### src/sv/olst_pkg.sv
package olst_pkg;

  // Request operation codes.
  localparam logic [2:0] OP_APPEND = 3'd0;
  localparam logic [2:0] OP_INSERT = 3'd1;
  localparam logic [2:0] OP_DEL_VAL = 3'd2;
  localparam logic [2:0] OP_DEL_POS = 3'd3;
  localparam logic [2:0] OP_FIND = 3'd4;
  localparam logic [2:0] OP_READ = 3'd5;

  // Result status codes.
  localparam logic [1:0] ST_OK = 2'd0;
  localparam logic [1:0] ST_FULL = 2'd1;
  localparam logic [1:0] ST_BADPOS = 2'd2;
  localparam logic [1:0] ST_NOTFOUND = 2'd3;

  // One result item as it travels from the sequencer to the output register.
  typedef struct packed {
    logic [1:0]         status;
    logic [5:0]         found_index;
    logic [6:0]         length;
    logic signed [31:0] read_value;
  } result_t;

endpackage

### src/sv/olst_if.sv
// Request channel: one operation per transfer.
interface olst_req_if;
  logic               valid;
  logic               ready;
  logic [2:0]         opcode;
  logic [6:0]         position;
  logic signed [31:0] value;

  modport source (output valid, output opcode, output position, output value, input ready);
  modport sink (input valid, input opcode, input position, input value, output ready);
endinterface

// Response channel: one result per transfer.
interface olst_rsp_if;
  logic               valid;
  logic               ready;
  logic [1:0]         status;
  logic [5:0]         found_index;
  logic [6:0]         length;
  logic signed [31:0] read_value;

  modport source (output valid, output status, output found_index, output length,
                  output read_value, input ready);
  modport sink (input valid, input status, input found_index, input length,
                input read_value, output ready);
endinterface

### src/sv/olst_mem.sv
module olst_mem #(
  parameter int unsigned DEPTH = 64,
  parameter int unsigned AW    = 6
) (
  input  logic          clk_i,
  input  logic          re_i,
  input  logic [AW-1:0] raddr_i,
  output logic [31:0]   rdata_o,
  input  logic          we_i,
  input  logic [AW-1:0] waddr_i,
  input  logic [31:0]   wdata_i
);

  logic [31:0] mem [DEPTH];
  logic [31:0] rdata_q;

  // One write port and one registered read port.
  always_ff @(posedge clk_i) begin
    if (we_i) begin
      mem[waddr_i] <= wdata_i;
    end
    if (re_i) begin
      rdata_q <= mem[raddr_i];
    end
  end

  assign rdata_o = rdata_q;

endmodule

### src/sv/olst_ctrl.sv
module olst_ctrl #(
  parameter int unsigned DEPTH = 64,
  parameter int unsigned AW    = 6,
  parameter int unsigned CW    = 7
) (
  input  logic                clk_i,
  input  logic                rst_ni,
  olst_req_if.sink            req_i,
  output logic                res_valid_o,
  input  logic                res_ready_i,
  output olst_pkg::result_t   res_o,
  output logic                mem_re_o,
  output logic [AW-1:0]       mem_raddr_o,
  input  logic [31:0]         mem_rdata_i,
  output logic                mem_we_o,
  output logic [AW-1:0]       mem_waddr_o,
  output logic [31:0]         mem_wdata_o
);

  localparam int unsigned PW = (CW > 7) ? CW : 7;

  localparam logic [1:0] S_IDLE = 2'd0;
  localparam logic [1:0] S_SCAN = 2'd1;
  localparam logic [1:0] S_HOLD = 2'd2;

  logic [1:0]        state_q, state_d;
  logic [2:0]        op_q, op_d;
  logic [AW-1:0]     pos_q, pos_d;
  logic [31:0]       val_q, val_d;
  logic [CW-1:0]     cnt_q, cnt_d;
  logic [CW-1:0]     rem_q, rem_d;
  logic [AW-1:0]     ra_q, ra_d;
  logic              pend_q, pend_d;
  logic [AW-1:0]     pa_q, pa_d;
  logic [CW-1:0]     w_q, w_d;
  logic              hit_q, hit_d;
  logic [1:0]        status_q, status_d;
  logic [AW-1:0]     idx_q, idx_d;
  logic [31:0]       rd_q, rd_d;
  olst_pkg::result_t res_q, res_d;

  logic [PW-1:0] pos_x;
  logic [PW-1:0] cnt_x;
  logic          full;
  logic          issue;

  assign pos_x = PW'(req_i.position);
  assign cnt_x = PW'(cnt_q);
  assign full  = (cnt_q == CW'(DEPTH));
  assign issue = (rem_q != '0);

  assign req_i.ready = (state_q == S_IDLE);
  assign res_valid_o = (state_q == S_HOLD);
  assign res_o       = res_q;

  // Sequencer: accept, walk the memory one read per cycle, commit, hold the result.
  always_comb begin
    logic [1:0]    st;
    logic [CW-1:0] cnt_n;
    state_d  = state_q;
    op_d     = op_q;
    pos_d    = pos_q;
    val_d    = val_q;
    cnt_d    = cnt_q;
    rem_d    = rem_q;
    ra_d     = ra_q;
    pend_d   = 1'b0;
    pa_d     = pa_q;
    w_d      = w_q;
    hit_d    = hit_q;
    status_d = status_q;
    idx_d    = idx_q;
    rd_d     = rd_q;
    res_d    = res_q;
    st       = olst_pkg::ST_OK;
    cnt_n    = cnt_q;
    mem_re_o    = 1'b0;
    mem_raddr_o = ra_q;
    mem_we_o    = 1'b0;
    mem_waddr_o = pa_q;
    mem_wdata_o = mem_rdata_i;

    unique case (state_q)
      S_IDLE: begin
        if (req_i.valid) begin
          op_d    = req_i.opcode;
          pos_d   = AW'(req_i.position);
          val_d   = req_i.value;
          w_d     = '0;
          hit_d   = 1'b0;
          idx_d   = '0;
          rd_d    = '0;
          rem_d   = '0;
          ra_d    = '0;
          state_d = S_SCAN;
          priority case (req_i.opcode)
            olst_pkg::OP_APPEND: begin
              st = full ? olst_pkg::ST_FULL : olst_pkg::ST_OK;
            end
            olst_pkg::OP_INSERT: begin
              if (pos_x > cnt_x) begin
                st = olst_pkg::ST_BADPOS;
              end else if (full) begin
                st = olst_pkg::ST_FULL;
              end else begin
                rem_d = CW'(cnt_x - pos_x);
                ra_d  = AW'(cnt_x - PW'(1));
              end
            end
            olst_pkg::OP_DEL_VAL, olst_pkg::OP_FIND: begin
              rem_d = cnt_q;
            end
            olst_pkg::OP_DEL_POS: begin
              if (pos_x >= cnt_x) begin
                st = olst_pkg::ST_BADPOS;
              end else begin
                rem_d = CW'(cnt_x - pos_x - PW'(1));
                ra_d  = AW'(pos_x + PW'(1));
              end
            end
            olst_pkg::OP_READ: begin
              if (pos_x >= cnt_x) begin
                st = olst_pkg::ST_BADPOS;
              end else begin
                rem_d = CW'(1);
                ra_d  = AW'(pos_x);
              end
            end
            default: begin
              st = olst_pkg::ST_OK;
            end
          endcase
          status_d = st;
        end
      end

      S_SCAN: begin
        // Issue the next read of the walk; inserts walk downward.
        if (issue) begin
          mem_re_o = 1'b1;
          pend_d   = 1'b1;
          pa_d     = ra_q;
          rem_d    = rem_q - CW'(1);
          ra_d     = (op_q == olst_pkg::OP_INSERT) ? ra_q - AW'(1) : ra_q + AW'(1);
        end

        // Handle the data of the read issued in the previous cycle.
        if (pend_q) begin
          unique case (op_q)
            olst_pkg::OP_INSERT: begin
              mem_we_o    = 1'b1;
              mem_waddr_o = pa_q + AW'(1);
            end
            olst_pkg::OP_DEL_POS: begin
              mem_we_o    = 1'b1;
              mem_waddr_o = pa_q - AW'(1);
            end
            olst_pkg::OP_DEL_VAL: begin
              if (mem_rdata_i != val_q) begin
                mem_we_o    = 1'b1;
                mem_waddr_o = w_q[AW-1:0];
                w_d         = w_q + CW'(1);
              end
            end
            olst_pkg::OP_FIND: begin
              if (mem_rdata_i == val_q && !hit_q) begin
                hit_d  = 1'b1;
                idx_d  = pa_q;
                rem_d  = '0;
                pend_d = 1'b0;
                mem_re_o = 1'b0;
              end
            end
            olst_pkg::OP_READ: begin
              rd_d = mem_rdata_i;
            end
            default: begin
            end
          endcase
        end

        // Commit once the walk is drained.
        if (!issue && !pend_q) begin
          st = status_q;
          if (status_q == olst_pkg::ST_OK) begin
            unique case (op_q)
              olst_pkg::OP_APPEND: begin
                mem_we_o    = 1'b1;
                mem_waddr_o = cnt_q[AW-1:0];
                mem_wdata_o = val_q;
                cnt_n       = cnt_q + CW'(1);
              end
              olst_pkg::OP_INSERT: begin
                mem_we_o    = 1'b1;
                mem_waddr_o = pos_q;
                mem_wdata_o = val_q;
                cnt_n       = cnt_q + CW'(1);
              end
              olst_pkg::OP_DEL_POS: begin
                cnt_n = cnt_q - CW'(1);
              end
              olst_pkg::OP_DEL_VAL: begin
                if (w_q == cnt_q) begin
                  st = olst_pkg::ST_NOTFOUND;
                end
                cnt_n = w_q;
              end
              olst_pkg::OP_FIND: begin
                st = hit_q ? olst_pkg::ST_OK : olst_pkg::ST_NOTFOUND;
              end
              default: begin
              end
            endcase
          end
          cnt_d             = cnt_n;
          res_d.status      = st;
          res_d.found_index = 6'(idx_q);
          res_d.length      = 7'(cnt_n);
          res_d.read_value  = rd_q;
          state_d           = S_HOLD;
        end
      end

      S_HOLD: begin
        if (res_ready_i) begin
          state_d = S_IDLE;
        end
      end

      default: begin
        state_d = S_IDLE;
      end
    endcase
  end

  // Control state.
  always_ff @(posedge clk_i or negedge rst_ni) begin
    if (!rst_ni) begin
      state_q  <= S_IDLE;
      cnt_q    <= '0;
      rem_q    <= '0;
      pend_q   <= 1'b0;
    end else begin
      state_q  <= state_d;
      cnt_q    <= cnt_d;
      rem_q    <= rem_d;
      pend_q   <= pend_d;
    end
  end

  // Operands and scan bookkeeping.
  always_ff @(posedge clk_i) begin
    op_q     <= op_d;
    pos_q    <= pos_d;
    val_q    <= val_d;
    ra_q     <= ra_d;
    pa_q     <= pa_d;
    w_q      <= w_d;
    hit_q    <= hit_d;
    status_q <= status_d;
    idx_q    <= idx_d;
    rd_q     <= rd_d;
    res_q    <= res_d;
  end

  // The count never passes the capacity.
  a_cnt_bound: assert property (@(posedge clk_i) disable iff (!rst_ni)
    cnt_q <= CW'(DEPTH))
    else $error("element count exceeds capacity");

  // No read data is left over when a new request can be taken.
  a_idle_drained: assert property (@(posedge clk_i) disable iff (!rst_ni)
    state_q == S_IDLE |-> !pend_q)
    else $error("read pending while idle");

  // The walk never reads and writes the same entry in one cycle.
  a_no_collide: assert property (@(posedge clk_i) disable iff (!rst_ni)
    mem_we_o && mem_re_o |-> mem_waddr_o != mem_raddr_o)
    else $error("read and write hit the same entry");

  // An issued read always leaves its data pending in the next cycle.
  a_pend_src: assert property (@(posedge clk_i) disable iff (!rst_ni)
    mem_re_o |=> pend_q)
    else $error("issued read lost its data slot");

endmodule

### src/sv/ordered_list_store.sv
// Channel   Dir  Fields                                        Transfer
// req_i     in   opcode, position, value                       valid && ready
// rsp_o     out  status, found_index, length, read_value       valid && ready
//
// An item walks the element memory with N reads after its transfer, then commits. N counts
// the reads of the single element memory port: 0 for append and for any
// refused request, length - position for insert, length - position - 1 for delete at a
// position, length for delete by value, first match index + 1 for find (length on a miss),
// and 1 for read. Reset clears the length and the control state, not the element memory.
// A result waits in the output register while the next request is taken and walked.
module ordered_list_store #(
  parameter int unsigned DEPTH = 64
) (
  input  logic        clk_i,
  input  logic        rst_ni,
  olst_req_if.sink    req_i,
  olst_rsp_if.source  rsp_o
);

  localparam int unsigned AW = $clog2(DEPTH);
  localparam int unsigned CW = $clog2(DEPTH + 1);

  logic              mem_re;
  logic [AW-1:0]     mem_raddr;
  logic [31:0]       mem_rdata;
  logic              mem_we;
  logic [AW-1:0]     mem_waddr;
  logic [31:0]       mem_wdata;
  logic              res_valid;
  logic              res_ready;
  olst_pkg::result_t res;
  logic              out_valid_q;
  olst_pkg::result_t out_q;

  olst_mem #(
    .DEPTH (DEPTH),
    .AW    (AW)
  ) u_mem (
    .clk_i   (clk_i),
    .re_i    (mem_re),
    .raddr_i (mem_raddr),
    .rdata_o (mem_rdata),
    .we_i    (mem_we),
    .waddr_i (mem_waddr),
    .wdata_i (mem_wdata)
  );

  olst_ctrl #(
    .DEPTH (DEPTH),
    .AW    (AW),
    .CW    (CW)
  ) u_ctrl (
    .clk_i       (clk_i),
    .rst_ni      (rst_ni),
    .req_i       (req_i),
    .res_valid_o (res_valid),
    .res_ready_i (res_ready),
    .res_o       (res),
    .mem_re_o    (mem_re),
    .mem_raddr_o (mem_raddr),
    .mem_rdata_i (mem_rdata),
    .mem_we_o    (mem_we),
    .mem_waddr_o (mem_waddr),
    .mem_wdata_o (mem_wdata)
  );

  // Output register: loads when empty or when its result transfers this cycle.
  assign res_ready = !out_valid_q || rsp_o.ready;

  always_ff @(posedge clk_i or negedge rst_ni) begin
    if (!rst_ni) begin
      out_valid_q <= 1'b0;
    end else if (res_ready) begin
      out_valid_q <= res_valid;
    end
  end

  always_ff @(posedge clk_i) begin
    if (res_ready && res_valid) begin
      out_q <= res;
    end
  end

  assign rsp_o.valid       = out_valid_q;
  assign rsp_o.status      = out_q.status;
  assign rsp_o.found_index = out_q.found_index;
  assign rsp_o.length      = out_q.length;
  assign rsp_o.read_value  = out_q.read_value;

endmodule
### src/flat_wrapper.sv
// flat-port wrapper written by rule: the top's interface ports become plain ports
module ordered_list_store_flat 
#(
  parameter int unsigned DEPTH = 64
)
  (clk_i, rst_ni, req_i_valid, req_i_opcode, req_i_position, req_i_value, req_i_ready, rsp_o_valid, rsp_o_status, rsp_o_found_index, rsp_o_length, rsp_o_read_value, rsp_o_ready);
  olst_req_if req_i_i ();
  olst_rsp_if rsp_o_i ();
  input  logic clk_i;
  input  logic rst_ni;
  input wire logic [$bits(req_i_i.valid)-1:0] req_i_valid;
  input wire logic [$bits(req_i_i.opcode)-1:0] req_i_opcode;
  input wire logic [$bits(req_i_i.position)-1:0] req_i_position;
  input wire logic [$bits(req_i_i.value)-1:0] req_i_value;
  output wire logic [$bits(req_i_i.ready)-1:0] req_i_ready;
  output wire logic [$bits(rsp_o_i.valid)-1:0] rsp_o_valid;
  output wire logic [$bits(rsp_o_i.status)-1:0] rsp_o_status;
  output wire logic [$bits(rsp_o_i.found_index)-1:0] rsp_o_found_index;
  output wire logic [$bits(rsp_o_i.length)-1:0] rsp_o_length;
  output wire logic [$bits(rsp_o_i.read_value)-1:0] rsp_o_read_value;
  input wire logic [$bits(rsp_o_i.ready)-1:0] rsp_o_ready;
  assign req_i_i.valid = req_i_valid;
  assign req_i_i.opcode = req_i_opcode;
  assign req_i_i.position = req_i_position;
  assign req_i_i.value = req_i_value;
  assign req_i_ready = req_i_i.ready;
  assign rsp_o_valid = rsp_o_i.valid;
  assign rsp_o_status = rsp_o_i.status;
  assign rsp_o_found_index = rsp_o_i.found_index;
  assign rsp_o_length = rsp_o_i.length;
  assign rsp_o_read_value = rsp_o_i.read_value;
  assign rsp_o_i.ready = rsp_o_ready;
  ordered_list_store #(.DEPTH(DEPTH)) u_core (.clk_i(clk_i), .rst_ni(rst_ni), .req_i(req_i_i), .rsp_o(rsp_o_i));
endmodule
### config.mk
export PLATFORM = sky130hd
export DESIGN_NAME = ordered_list_store_flat
export DESIGN_NICKNAME = d
export VERILOG_FILES = /design/src/sv/olst_pkg.sv /design/src/sv/olst_if.sv /design/src/sv/olst_mem.sv /design/src/sv/olst_ctrl.sv /design/src/sv/ordered_list_store.sv /design/src/flat_wrapper.sv
export SDC_FILE = /design/constraint.sdc
export NUM_CORES = 2
export LEC_CHECK = 0
export ABC_AREA = 1
export ABC_CLOCK_PERIOD_IN_PS = 6000
export BUFFER_PORTS_ARGS = -buffer_cell sky130_fd_sc_hd__buf_4
export CELL_PAD_IN_SITES_DETAIL_PLACEMENT = 0
export CELL_PAD_IN_SITES_GLOBAL_PLACEMENT = 2
export CORE_ASPECT_RATIO = 0.8
export CORE_UTILIZATION = 30
export CTS_BUF_LIST = sky130_fd_sc_hd__clkbuf_4
export DETAILED_ROUTE_END_ITERATION = 8
export GPL_TIMING_DRIVEN = 0
export MAX_ROUTING_LAYER = met4
export PLACE_DENSITY_LB_ADDON = 0.1
export SYNTH_ARGS = -nofsm -noshare
export SYNTH_HDL_FRONTEND = slang
export SYNTH_SLANG_ARGS = --single-unit
### constraint.sdc
create_clock -name clk_i -period 6 [get_ports clk_i]
set_clock_uncertainty 0.05 [all_clocks]
set_input_delay 0.3 -clock clk_i [delete_from_list [all_inputs] [get_ports clk_i]]
set_output_delay 0.3 -clock clk_i [all_outputs]
set_load 0.02 [all_outputs]
== After elaboration in Yosys (flattened, before gate mapping) ==
Memories as Yosys holds them, arrays and structs flattened. A register that Yosys moved wholly into a read port is not among the register bits.
Index checks and enable logic that the tools add are counted.

* Input port bits: 46
* Memory bits (writable): 2048
* Memories: 1
* Flip-flop bits (word level): 213
* Output and inout bits: 49

{| class="wikitable"
|+ Memory list
! memory !! depth !! width !! read ports !! clocked after Yosys merged registers in !! write ports !! line !! RTL
|-
| u_core.u_mem.mem || 64 || 32 || 1 || 1 || 1 || olst_mem.sv:14 || <nowiki>logic [31:0] mem [DEPTH];</nowiki>
|}

* Add/subtract/negate cells: 11
* Magnitude comparators: 2
* Equality and inequality tests: 26
* Mux-type cells: 78
* Reductions and logical operators: 27

{| class="wikitable"
|+ Operators with widths
! operator !! count
|-
| $mux 32 || 7
|-
| $mux 6 || 16
|-
| $mux 7 || 13
|-
| $pmux 32 s2 || 1
|-
| $pmux 6 s2 || 3
|-
| $pmux 6 s3 || 2
|-
| $eq 32x32->1 || 1
|-
| $ne 32x32->1 || 1
|-
| $pmux 7 s2 || 2
|-
| $pmux 7 s4 || 1
|-
| $pmux 7 s3 || 1
|-
| $sub 7x1->7 const B || 3
|-
| $mux 1 || 19
|-
| $add 6x1->6 const B || 3
|-
| $mux 2 || 8
|-
| $ne 2x2->1 const B || 8
|-
| $add 7x1->7 const B || 2
|-
| $eq 3x2->1 const B || 4
|-
| $eq 3x3->1 const B || 4
|-
| $pmux 2 s3 || 2
|-
| $sub 6x1->6 const B || 2
|-
| $reduce_and 5->1 || 2
|-
| $reduce_and 2->1 || 4
|-
| $reduce_or 2->1 || 4
|-
| 20 further kinds || 31
|}

== Logic depth before layout (Yosys ltp) ==
* Word-level depth: 10
* Gate-level depth with buffers: 21
* Mapped depth without buffers: 21

== Hierarchy ==
From an unflattened synthesis, not the netlist that was laid out.

* Cells, all modules: 7915
* Area total of the unflattened synthesis: 93812.5 µm²

{| class="wikitable"
|+ By module, submodules not included
! module !! cells each !! times used !! area an instance (µm²)
|-
| olst_mem || 6785 || 1 || 83106.0
|-
| olst_ctrl || 1077 || 1 || 9250.1
|-
| ordered_list_store || 53 || 1 || 1456.4
|}

== Least setup slack after synthesis ==
OpenSTA, ideal clock, no wires.

* Kind: register to register
* Start point: register u_core.u_ctrl.op_q[2]
* End point: memory u_core.u_mem.mem[0][1] (data pin)
* Arrival time: 4.032 ns
* Setup slack: 1.216 ns
* Period minus slack after synthesis: 4.784 ns
* Cell stages (with the launch flop): 7
* Setup time: 0.702 ns
* Buffers on the path: 1
* Path through: edfxtp_1 -> inv_4 -> nand2_1 -> nor3_4 -> nand2_2 -> clkbuf_1 -> o21ai_0

* Longest elaborated chain between the ends: 6
* Elaborated cells between the ends (all ways): 7
* Those cells by class: eq/ne: 1; mux: 4; reduce/logical: 2

{| class="wikitable"
|+ RTL lines
! item !! line !! RTL
|-
| start, declared || olst_ctrl.sv:27 || <nowiki>logic [2:0] op_q, op_d;</nowiki>
|-
| start signal, assigned || olst_ctrl.sv:253 || <nowiki>op_q <= op_d;</nowiki>
|-
| $eq 3x1->1 / $logic_not 3->1 (equally long branches) || olst_ctrl.sv:186 || <nowiki>unique case (op_q)</nowiki>
|-
| $reduce_or 2->1 (no source line) * || - ||
|-
| $mux 32 * || olst_ctrl.sv:186 ||
|-
| $mux 32 * || olst_ctrl.sv:185 || <nowiki>if (status_q == olst_pkg::ST_OK) begin</nowiki>
|-
| $mux 32 * || olst_ctrl.sv:183 || <nowiki>if (!issue && !pend_q) begin</nowiki>
|-
| $mux 32 * || olst_ctrl.sv:83 || <nowiki>unique case (state_q)</nowiki>
|-
| named net u_core.mem_wdata[1] || ordered_list_store.sv:28 || <nowiki>logic [31:0] mem_wdata;</nowiki>
|-
| end, declared || olst_mem.sv:14 ||
|}

Mark *: on every way through the listed nets, which the timed path passes. The rest lies on a longest branch.

==> metrics.md <==
| Metric | Value |
|---|---|
| Wirelength per Cell | ~37 µm |
| Avg Cell Area, Syn | 13.0 µm² |
| Non-filler instance count after layout | 12.5k |
| Crit-path cells | buf_2 > buf_4 > buf_2 > buf_2 > clkbuf_1 > nor2_1 > o22ai_1 > o21ai_0 > o22ai_1 > nor2_1 > o22ai_1 |
| # setup viols final | 7 |
| Core Area | 301000 µm² |
| Hold WC Path Type | in2reg |
| Met3 WL | 49400 µm |
| Synth area leaders | edfxtp_1 75%, o21ai_0 7.5%, nor2_1 6.3% |
| H-Tree Depth | 6 |
| Iter 0 DRT Violations | 9848 |
| Die Span Y | around 500 µm |
| Final Cell Area | about 110000 µm² |
| #FFs+latches synth | roughly 2.3k |
| Largest net degree at the start of global routing | 37 |
| GR Util All Layers | 30.9% |
| P_leak | 36.6 nW |
| Slowest CP cell | o22ai_1 |
| Met2 WL post-DR | just over 200000 µm |
| Seq/Total Area, Yosys | between 70% and 80% |
| Post-route ant nets | 0 |
| Worst Slack Setup Final | -0.247 ns |
| Area post-placement | between 100000 and 150000 µm² |
| Measured slew at the worst slew-check pin | between 1.5 and 2 ns |
| Vias per cell | 5.48 |
| # IOs | 95 |
| Place WS | -1.02 ns |
| Starting Density | 30.2% |
| First-pass GRT wire length | 609000 µm |
| DR DRC count | 0 |
| Max-Cap Viols | 5 |
| Most common cell after layout, fill and taps aside | edfxtp_1 |
| Area growth syn-to-layout | 22.5% |
| TritonCTS clock tree | done |
| WL met1 | about 200000 µm |
| Endpoints failing hold | 0 |
| Grt total ovfl | 0 |
| WHS | ~0.12 ns |
| Clk root buf | clkbuf_4 |
| Die area | 306000 µm² |
| Most frequent cells in the layout | 2275 x edfxtp_1, 1457 x nor2_1, 1335 x o21ai_0, 873 x clkbuf_4, 618 x o22ai_1 |
| Port Buffers | 94 |
| Pins Over Slew Limit | 46 |
| Skew-Pair Late Insertion Delay | 1.47 ns |
| Post-CTS setup buffers | 0 |
| First drt pass iteration count | 6 |
| Clk sinks | 2293 |
| Critical Path Source Type | flop |
| Vias in the first global route | 64.7k |
| Period minus WS final | roughly 6.2 ns |
| Share of layout cells above drive strength 1 | approximately 18% |
| Worst path arrival time | 7.24 ns |
| Die Width | 618 µm |
| Worst vdd ir | around 0.00029 V |
| Fin util | 37.1% |
| Synth top area share | approximately 75% |
| Syn nets | 7092 |
| Post-synth EDFFs | 2275 |
| Post-synthesis cell type count | 59 |
| Routability Congestion | 0.944 |
| Post-synthesis cell area | 91100 µm² |
| Via count | 68.7k |
| Num CTS Buffers | 619 |
| Fmax | between 150 and 200 MHz |
| Tcrit/Tclk final | 104% |
| Clock buffer depth | 4 |
| WS Path Type | reg2reg |
| # rows | 180 |
| Dpl hpwl | 344000 µm |
| Area leader, netlist | edfxtp_1 |
| Final wirelength | 469000 µm |
| # nets final | 8138 |
| Clk pin slew, worst setup/hold paths | 0.07 ns |
| Max layer used | met4 |
| PwrDens | 568 nW/µm² |
| Largest fanout on the critical path | 15 |
| Placed insts | ~11k |
| Outcome | complete, but fails checks |
| CP peak stage delay | just under 0.9 ns |
| Initial antenna violation count | 81 |
| Synth Flop Type | edfxtp_1 |
| Required time of the critical path | 7.00 ns |
| Ys Warns | 0 |
| Fraction of registers with async set/reset | less than 1% |
| Mapped Cells | 7024 |
| Crit end category | flop |
| Slew HR | -8.12% |
| Failing checks | capacitance limit, slew limit, setup timing |
area by class of cell:
class / count / area (µm²)
clock buffers: 871 / 6540
clock inverters: 161 / 1050
diodes: 52 / 130
inverters: 162 / 619
fillers: 29600 / 190000
flip-flops and latches: 2293 / 68800
well taps: 4004 / 5010
multi-input cells: 4105 / 20900
repair buffers: 426 / 6770
plain buffers: 463 / 1840
critical path: cells and delay by family (launching register included):
| family | cells | cell delay (ns) |
|---|---|---|
| buffers and inverters | 5 | 2.76 |
| DFF | 1 | 0.68 |
| and+or+nand+nor | 2 | 0.25 |
| AOI/OAI and AO/OA | 4 | 2.12 |
sequential cells by signal (all words and copies together) (netlist names), 6 cells and up:
signal and cells:
u_core.rsp_o.found_index 6, u_core.u_ctrl.res_o 47, u_core.u_ctrl.pos_q 6, u_core.u_ctrl.cnt_q 7, u_core.u_ctrl.w_q 7, u_core.u_ctrl.val_q 32, u_core.u_ctrl.rem_q 7, u_core.u_ctrl.mem_raddr_o 6
u_core.u_ctrl.pa_q 6, u_core.u_mem.mem 2048, u_core.rsp_o.length 7, u_core.u_mem.rdata_o 32, u_core.u_ctrl.rd_q 32, u_core.u_ctrl.idx_q 6, u_core.rsp_o.read_value 32
worst paths after layout:
kind                                         startpoint                 endpoint  slack, ns  cells past startpoint
max                        u_core.u_ctrl.mem_raddr_o[0]  u_core.u_mem.rdata_o[8]      -0.25                     11
max reg2reg                u_core.u_ctrl.mem_raddr_o[0]  u_core.u_mem.rdata_o[8]      -0.25                     11
min reg2reg                     u_core.u_ctrl.res_o[38]   u_core.rsp_o.length[6]       0.35                      0
min in group asynchronous                        rst_ni   u_core.u_ctrl.rem_q[4]       0.36                      5
min                                      req_i_value[8]   u_core.u_ctrl.val_q[8]       0.12                      3
max in group asynchronous                        rst_ni   u_core.u_ctrl.cnt_q[6]       5.31                      5
per-stage QoR:
| stage | power, mW | TNS [ns] |
|---|---|---|
| after floorplan | 31.6 | 0 |
| after global placement | 47.7 | - |
| after detailed placement | 48.5 | -11.54 |
| after CTS | 62.7 | 0 |
| after global routing | 64.9 | -0.0456 |
| final | 63.5 | -0.753 |
report_power, final:
part,leakage [nW],switching [mW],internal (mW),total [mW]
logic,11.3,22.5,5.95,28.5
clock network,4.53,6.97,7.28,14.3
registers,20.8,0.335,20.4,20.8
timing repair:
action | 4_1_cts | 5_1_grt
setup endpoints to repair | 23 | 8
resized for setup | 13 | 12
hold endpoints to repair | 187 | 0
hold buffers | 96 | 0
cells in the mapped netlist, drive strengths merged (32+ instances only):
master and instances:
edfxtp 2275, nor2 1533, o21ai 1360, o22ai 628, clkbuf 402, nand2 313
inv 161, buf 62, a21oi 45, nand3 45, o32ai 32
routing by layer:
layer	GRT usage, %	up-vias
li1	-	28600
met1	41.7	35500
met2	44.2	3894
met3	8.38	723
met4	11.7	0
met5	-	-
logic make-up after synthesis:
logic type,count (synthesis),share of synthesized area [%]
fa+ha+maj,22,0.319
compound gates,2116,12.8
buf+inv,626,2.66
flops,2293,75.5
xor+xnor,38,0.373
simple gates,1929,8.40
No activity file was read; power rests on OpenSTA's default activity.
